$ cat config.mk
export PLATFORM = sky130hd
export DESIGN_NAME = tcw_alu
export DESIGN_NICKNAME = d
export VERILOG_FILES = /design/src/hw/rtl/text_console_writer_macros.svh /design/src/hw/rtl/tcw_pkg.sv /design/src/hw/rtl/tcw_alu.sv
export SDC_FILE = /design/constraint.sdc
export NUM_CORES = 1
export LEC_CHECK = 0
export BUFFER_PORTS_ARGS = -buffer_cell sky130_fd_sc_hd__buf_2
export CAP_MARGIN = 20
export CORE_MARGIN = 2
export CORE_UTILIZATION = 43
export DETAILED_ROUTE_END_ITERATION = 10
export PLACE_DENSITY = 0.85
export SLEW_MARGIN = 20
export SYNTH_ARGS = -nofsm -noshare
export SYNTH_HDL_FRONTEND = slang
export SYNTH_SLANG_ARGS = --single-unit
$ cat constraint.sdc
create_clock -name vclk -period 3
set_clock_uncertainty 0.2 [all_clocks]
set_input_delay 0.3 -clock vclk [all_inputs]
set_output_delay 0.3 -clock vclk [all_outputs]
set_load 0.03 [all_outputs]
$ cat src/hw/rtl/text_console_writer_macros.svh
`ifndef TEXT_CONSOLE_WRITER_MACROS_SVH
`define TEXT_CONSOLE_WRITER_MACROS_SVH

// Check that a condition implies another in the same cycle.
`define TCW_ASSERT_NOW(label, clk, rst_n, ante, cons, msg) \
    label: assert property (@(posedge clk) disable iff (!rst_n) (ante) |-> (cons)) \
        else $error(msg);

// Check that a condition implies another in the following cycle.
`define TCW_ASSERT_NEXT(label, clk, rst_n, ante, cons, msg) \
    label: assert property (@(posedge clk) disable iff (!rst_n) (ante) |=> (cons)) \
        else $error(msg);

`endif

$ cat src/hw/rtl/tcw_pkg.sv
package tcw_pkg;

    // Default screen geometry
    localparam int COLUMNS_DEF   = 80;
    localparam int ROW_COUNT_DEF = 25;

    // Character and attribute codes
    localparam logic [7:0] NEWLINE_CODE = 8'd10;
    localparam logic [7:0] SPACE_CODE   = 8'h20;
    localparam logic [7:0] BLANK_ATTR   = 8'h0F;
    localparam logic [3:0] WHITE_FG     = 4'hF;
    localparam logic [7:0] ATTR_RESET   = 8'd15;

    typedef enum logic [2:0] {
        KIND_PUT       = 3'd0,
        KIND_MOVE      = 3'd1,
        KIND_SAVE_MOVE = 3'd2,
        KIND_RESTORE   = 3'd3,
        KIND_CLEAR     = 3'd4,
        KIND_READ      = 3'd5
    } kind_t;

    typedef enum logic [1:0] {
        ALU_CELL,
        ALU_BELOW,
        ALU_NEXT
    } alu_op_t;

    typedef enum logic [3:0] {
        ST_INIT,
        ST_IDLE,
        ST_PUT,
        ST_RD_ADDR,
        ST_RD_DATA,
        ST_FILL,
        ST_SC_RD,
        ST_SC_WR,
        ST_SC_BLANK,
        ST_DONE
    } state_t;

    typedef struct packed {
        logic [2:0] kind;
        logic [7:0] char_code;
        logic [4:0] row;
        logic [6:0] col;
        logic [3:0] background;
    } in_item_t;

    typedef struct packed {
        logic [4:0] cursor_row;
        logic [6:0] cursor_col;
        logic [7:0] cell_char;
        logic [7:0] cell_attr;
    } out_item_t;

endpackage

$ cat src/hw/rtl/tcw_alu.sv
module tcw_alu #(
    parameter int COLUMNS = 80,
    parameter int ADDR_W  = 11,
    parameter int COL_W   = 7
) (
    input  tcw_pkg::alu_op_t    op,
    input  logic [ADDR_W-1:0]   idx,
    input  logic [ADDR_W-1:0]   row_base,
    input  logic [COL_W-1:0]    col,
    output logic [ADDR_W-1:0]   sum
);

    import tcw_pkg::*;

    localparam logic [ADDR_W-1:0] COLUMNS_A = ADDR_W'(COLUMNS);

    logic [ADDR_W-1:0] opa;
    logic [ADDR_W-1:0] opb;

    // Select operands for the shared address adder
    always_comb
    begin
        unique case (op)
            ALU_CELL:
            begin
                opa = row_base;
                opb = ADDR_W'(col);
            end
            ALU_BELOW:
            begin
                opa = idx;
                opb = COLUMNS_A;
            end
            default:
            begin
                opa = idx;
                opb = ADDR_W'(1);
            end
        endcase
    end

    assign sum = opa + opb;

endmodule

* Yosys cells after proc, flatten, opt, wreduce, memory -nomap -nowiden *
Cells that the tools add are included.

word-level totals
  memories kept = 0
  output and inout port bits = 11
  memory bits (read-only) = 0
  bits in writable memories = 0
  bits of input ports = 31
  register bits = 0
  bits in latches = 0
  logic and storage cells = 5

cells by class
  magnitude comparators = 0
  equal/unequal tests = 1
  reductions and logical operators = 1
  $add $sub $neg = 1
  mux-type cells = 2
  shifts and indexed selects = 0
  div/mod/pow operators = 0
  bitwise gates (word level) = 0
  $mul = 0

operator list
  cell                                                                    count
  7-bit one-hot mux with 2 select lines                                   1
  11-bit adder                                                            1
  11-bit 2-to-1 mux                                                       1
  2-bit by 1-bit equality test with 1-bit output (second input constant)  1
  2-bit logical NOT                                                       1

* Longest topological paths before layout *
Gate-level depths: netlist of run 1.

  depth in word-level cells = 3
  mapped depth = 11
  mapped depth without buffers = 10

* Worst setup path before layout of run 1 *
OpenSTA, ideal clock, no wires.

  path type = in2out
  from = input op[1]
  to = output sum[8]
  setup slack = -0.153 ns
  path buffers = 1
  stages on the path = 11
  data arrival time = 2.653 ns
  data required time = 2.500 ns
  cell sequence = nor2_8 -> buf_2 -> mux2_2 -> ha_1 -> inv_1 -> fa_1 -> nor2b_1 -> o31a_2 -> nor4_4 -> nor3b_1 -> xnor2_1

between the ends
  word-level cells in the longest chain between the ends = 3
  elaborated cells between the ends (all ways) = 5
  those cells by class = 1 x add/sub; 1 x eq/ne; 2 x mux; 1 x reduce/logical

ends and longest elaborated chain
  element                                                                                     RTL line       text
  start, declared                                                                             tcw_alu.sv:6   input tcw_pkg::alu_op_t op,
  2-bit by 1-bit equality test with 1-bit output / 2-bit logical NOT (equally long branches)  tcw_alu.sv:23  unique case (op)
  7-bit one-hot mux with 2 select lines / 11-bit 2-to-1 mux (equally long branches)           tcw_alu.sv:23
  11-bit adder *                                                                              tcw_alu.sv:42  assign sum = opa + opb;
  end, declared                                                                               tcw_alu.sv:10  output logic [ADDR_W-1:0] sum

Mark *: on every way between the ends. The rest lies on a longest branch, timed or not.

* Worst setup path after layout of run 1 *
  from = input op[0]
  to = output sum[8]

Same word-level chain as after synthesis.

==> summary.md, run 1 <==
| Metric | Value |
|---|---|
| Post-synth cell types | 25 |
| Area Growth Syn to Fin | 67.5% |
| Mux cell area share after synthesis | 0.209 |
| Final Worst Setup Slack | 63.1 ps |
| Hold Path Class | input pin to primary output |
| Final WL | 1750 um |
| Syn_nets | 110 |
| Crit-path leading delay family | simple AND/OR/NAND/NOR gates |
| TNS Setup | 0 ps |
| Final ANT Viol Nets | 0 |
| Sequential share of the synthesized area | 0 |
| Crit path cell chain | buf_8, nor2_8, mux2_4, ha_4, inv_2, fa_2, nor2b_2, o31a_2, nor4_4, nor3b_2, xnor2_2, buf_6 |
| Fill cells | 97 |
| Wire per inst | 13.0 um |
| P per Cell Area | 254 nW/um^2 |
| Total gr overflow | 0 |
| Final Cell Area | 941 sq um |
| Relative slew margins | 0.639 |
| Vias in the first global route | 604 |
| Fin util | 0.751 |
| Final hold violations | 0 |
| Critical path peak fanout | 5 |
| Tmin final | 2940 ps |
| Initial Util | 0.449 |
| Cell area after synthesis | 562 sq um |
| Clock buffers | 0 |
| Synth top area share | 0.156 |
| Top cells by area, synth | ha_1, mux2_2, mux2i_1 |
| Worst-Margin Slew | 527 ps |
| Multi-input logic area | 604 sq um |
| DP Cell Count | 133 |
| Worst endpoint data arrival time | 2440 ps |
| DRT Pass-1 Iters | 4 |
| Routed vias | 694 |
| Post-Synthesis Cells | 71 |
| Max-slew violation count | 0 |
| Post-synthesis adder-cell area fraction | 0.192 |
| Largest net degree at the start of global routing | 12 |
| Leading area contributor after synthesis | ha_1 |
| CP Class | input pin to primary output |
| Chip width | 40.1 um |
| Synth Area in Compound Gates | 0.158 |
| Num sequential | 0 |
| ANT cells | 0 |
| Crit path max-delay cell type | o31a_2 |
| Number of vias per cell | 5.14 |
| Layout cells sized above 1 | 0.575 |
| Critical Path RT | 2500 ps |
| Endpoint class of the critical path | primary output |
| Fmax | 340 MHz |
| Simple-gate share of the synthesized area | 0.274 |
| # rows | 13 |
| Finish-stage setup viols | 0 |
| Largest family of logic cells by synthesized area | simple AND/OR/NAND/NOR gates |
| Pre-CTS worst setup slack | -37.1 ps |
| Period utilization | 0.979 |
| GRT Overall Usage | 0.195 |
| Placer's final routability congestion estimate | 0.845 |
| Register area | 0 sq um |
| Die ar. | 1610 sq um |
| Final net count | 161 |
| Dpl hpwl | 1390 um |
| Core region area | 1250 sq um |
| CP Buf/Inv Count | 3 |
| Max-cap violations | 0 |
| IO buf count | 42 |
| Cell Count, Final, Fillers Out | 135 |
| Syn_area_per_cell | 7.91 sq um |
| YS warnings | 0 |
| Post-route DRC | 0 |
| DRT iter0 DRCs | 7 |
| Max VDD drop | 0.156 mV |
| Global-route wire length before repair | 2190 um |
| RSZ-0062 raised after global routing | yes |
| Startpoint Class | input pin |
| I/O pins | 42 |
| Initial antenna violation count | 0 |
| Post-Place Cell Area | 846 sq um |
| LEAKAGE | 0.000482 uW |
| Outcome | completed |
| CP max stage delay | 370 ps |
| Die Y | 40.1 um |
| Synth Area in XOR/XNOR | 0.125 |
## Yosys cell counts
master,number
o21ai_0,4
and2_1,3
ha_1,7
nor2b_1,1
a21oi_1,3
nor3b_1,1
inv_1,5
nor2_1,8
buf_2,1
nor4_4,1
xor2_1,3
fa_1,1
a31oi_1,1
xnor2_1,5
o211ai_1,1
o21a_1,2
nand3_1,2
a21o_1,2
nand2b_1,1
nor4b_2,1
mux2i_1,5
mux2_2,6
nand2_1,5
nor2_8,1
o31a_2,1
## area by class of cell
cell class,instances,area share
inverter,5,0.0199
multi-input combinational,65,0.642
tap,15,0.0199
timing repair buffer,50,0.318
## logic make-up (layout without fill, tap and decap cells)
family                     Yosys count  count (layout)
AOI/OAI and AO/OA                   14              14
adders and majority gates            8               8
and+or+nand+nor                     24              24
buffers and inverters                6              55
xor gates and xnor gates             8               8
muxes                               11              11
## per-layer routing
metal | routed length (um) | up-vias | global-route usage
met1 | 626 | 321 | 0.206
li1 | - | 348 | -
met4 | 22 | 0 | 0.0431
met3 | 60 | 4 | 0.00556
met2 | 1040 | 21 | 0.407
met5 | 0 | - | 0
## layout by cell type (no fill, tap or decap), drive strengths merged
| master | instances |
|---|---|
| ha | 7 |
| xnor2 | 5 |
| nor2b | 1 |
| xor2 | 3 |
| nor2 | 9 |
| o31a | 1 |
| o21ai | 4 |
| o21a | 2 |
| mux2 | 6 |
| a31oi | 1 |
| a21o | 2 |
| nor3b | 1 |
| nor4 | 1 |
| nand3 | 2 |
| mux2i | 5 |
| inv | 5 |
| buf | 50 |
| nor4b | 1 |
| nand2 | 5 |
| a21oi | 3 |
| o211ai | 1 |
| fa | 1 |
| and2 | 3 |
| nand2b | 1 |
## worst paths after layout
path / endpoint / start / cells after the start
setup / recovery: sum[8] / op[0] / 12
hold / removal: sum[10] / idx[10] / 4
## power breakdown
part | internal, uW | switching (uW)
Sequential | 0 | 0
Clock | 0 | 0
Combinational | 105 | 134
Total | 105 | 134
## through the flow
stage	power, uW	hold slack [ps]
final	239	857
after global routing	256	897
after CTS	218	843
after detailed placement	216	865
after global placement	210	851
after floorplan	146	689
## what timing repair did
item,CTS,global route
buffers inserted,0,2
gates resized for setup,2,20
hold buffers,0,0
pin swaps,1,9
setup endpoints to repair,2,3
No activity file was read; power rests on OpenSTA's default activity.
==> inputs of run 2 (changes only) <==
==> constraint.sdc (replaced) <==
create_clock -name vclk -period 3.1
set_clock_uncertainty 0.2 [all_clocks]
set_input_delay 0.31 -clock vclk [all_inputs]
set_output_delay 0.31 -clock vclk [all_outputs]
set_load 0.03 [all_outputs]
==> run 2 against run 1 <==
  * Critical path depth shrank 1
  * Utilization shrank 8.0 points
  * Routed wire length shrank 15%
  * Combinational power shrank 13%
  * Setup slack gained 49 ps
  * Global-route usage shrank 1.2 points
  * Non-clock buffer count shrank 5
  * First-iteration DRC count shrank 14%
  * Clock-buffer cell count is the same
  * Design area shrank 11%
  * Largest power group unchanged
==> summary.md, run 2 (synthesis results as in run 1) <==
| Metric | Value |
|---|---|
| # rows | 13 |
| CP max stage delay | 360 ps |
| Startpoint Class | input pin |
| Critical Path RT | 2590 ps |
| Number of vias per cell | 5.07 |
| Final ANT Viol Nets | 0 |
| Most Used Layer, Global Route | met2 |
| Final hold violations | 0 |
| Initial antenna violation count | 0 |
| Vias in the first global route | 558 |
| ANT cells | 0 |
| Final Power | 207 uW |
| Num sequential | 0 |
| Grt met1 use | 0.216 |
| IO buf count | 42 |
| GRT Overall Usage | 0.182 |
| Max-cap violations | 0 |
| CP Buf/Inv Count | 3 |
| DRT Pass-1 Iters | 4 |
| Post-Route Hold Slack | 856 ps |
| Total gr overflow | 0 |
| Register area | 0 sq um |
| Hold Buf Count CTS | 0 |
| Tmin final | 2990 ps |
| Final WL | 1490 um |
| Worst endpoint data arrival time | 2480 ps |
| I/O pins | 42 |
| Area Growth Syn to Fin | 49.7% |
| Clock buffers | 0 |
| Most common cell after layout, fill and taps aside | buf_2 |
| Chip width | 40.1 um |
| Finish-stage setup viols | 0 |
| Fmax | 335 MHz |
| Global-route wire length before repair | 2120 um |
| Critical path peak fanout | 6 |
| Max VDD drop | 0.166 mV |
| P per Cell Area | 246 nW/um^2 |
| Met3 Use GR | 0 |
| Placer's final routability congestion estimate | 0.870 |
| Die Y | 40.1 um |
| Crit-path leading delay family | simple AND/OR/NAND/NOR gates |
| Crit path cell chain | buf_2, nor2_8, buf_4, mux2_2, ha_1, o21a_1, o31a_2, nor4_4, nor4b_2, xnor2_2, buf_6 |
| Die ar. | 1610 sq um |
| Routed vias | 659 |
| Hold Path Class | input pin to primary output |
| Crit path max-delay cell type | nor4b_2 |
| Endpoint class of the critical path | primary output |
| Max-slew violation count | 0 |
| Largest net degree at the start of global routing | 12 |
| Core region area | 1250 sq um |
| Dpl hpwl | 1290 um |
| DRT iter0 DRCs | 6 |
| Relative slew margins | 0.726 |
| Wire per inst | 11.5 um |
| Period utilization | 0.964 |
| Commonest cells after routing, fill and taps aside | buf_2, nor2_1, ha_1, mux2_2 |
| Layout cells sized above 1 | 0.513 |
| Worst-Margin Slew | 400 ps |
| Fill cells | 104 |
| Outcome | completed |
| Initial Util | 0.449 |
| CP Class | input pin to primary output |
| LEAKAGE | 0.000444 uW |
| Post-route DRC | 0 |
| Global routing met2 resource utilization | 0.375 |
| Final net count | 156 |
run 2: changes by cell type in the layout (fill, tap and decap cells not counted), sizes merged:
cell / before / now
buf: 50 / 45
run 2: stage by stage:
| stage | util | instance area (sq um) | setup WS [ps] | cells | setup TNS, ps |
|---|---|---|---|---|---|
| after floorplan | - | 577 | 89.3 | 71 | 0 |
| after detailed placement | 0.651 | 816 | 35.7 | 129 | 0 |
| final | 0.671 | 841 | 112 | 130 | 0 |
| after global placement | 0.651 | 816 | 103 | 129 | 0 |
| after global routing | 0.671 | 841 | -22.5 | 130 | -25.6 |
| after CTS | 0.651 | 816 | 34.6 | 129 | 0 |
run 2: worst paths after layout:
kind / startpoint / endpoint / slack [ps] / depth (start not counted)
hold / removal: idx[10] / sum[10] / 860 / 4
setup / recovery: op[0] / sum[10] / 110 / 11
run 2: routing by layer:
metal	wire length, um	vias to the layer above	part of all wire
met1	612	299	0.41
met4	25	0	0.017
met5	0	-	0
li1	-	341	-
met3	53	2	0.036
met2	797	17	0.54
run 2: cell type report:
type / instances / area, sq um / share of cell area
multi-input cells: 65 / 562 / 0.668
repair buffers: 45 / 241 / 0.287
inverters: 5 / 18.8 / 0.0223
well taps: 15 / 18.8 / 0.0223
run 2: repair_timing:
| item | in CTS | in global routing |
|---|---|---|
| buffers inserted | 0 | 1 |
| endpoints found under the setup margin | 0 | 5 |
| resized for setup | 0 | 7 |
run 2: power by group:
| part | total, uW | internal [uW] | switching, uW | leakage, uW |
|---|---|---|---|---|
| logic | 207 | 85.9 | 121 | 0.000444 |
| clock network | 0 | 0 | 0 | 0 |
| registers | 0 | 0 | 0 | 0 |
run 2: tightest hold or removal path, stage by stage:
cell     delay, ps
buf_2           80
mux2i_1         90
xnor2_2        140
buf_6          120
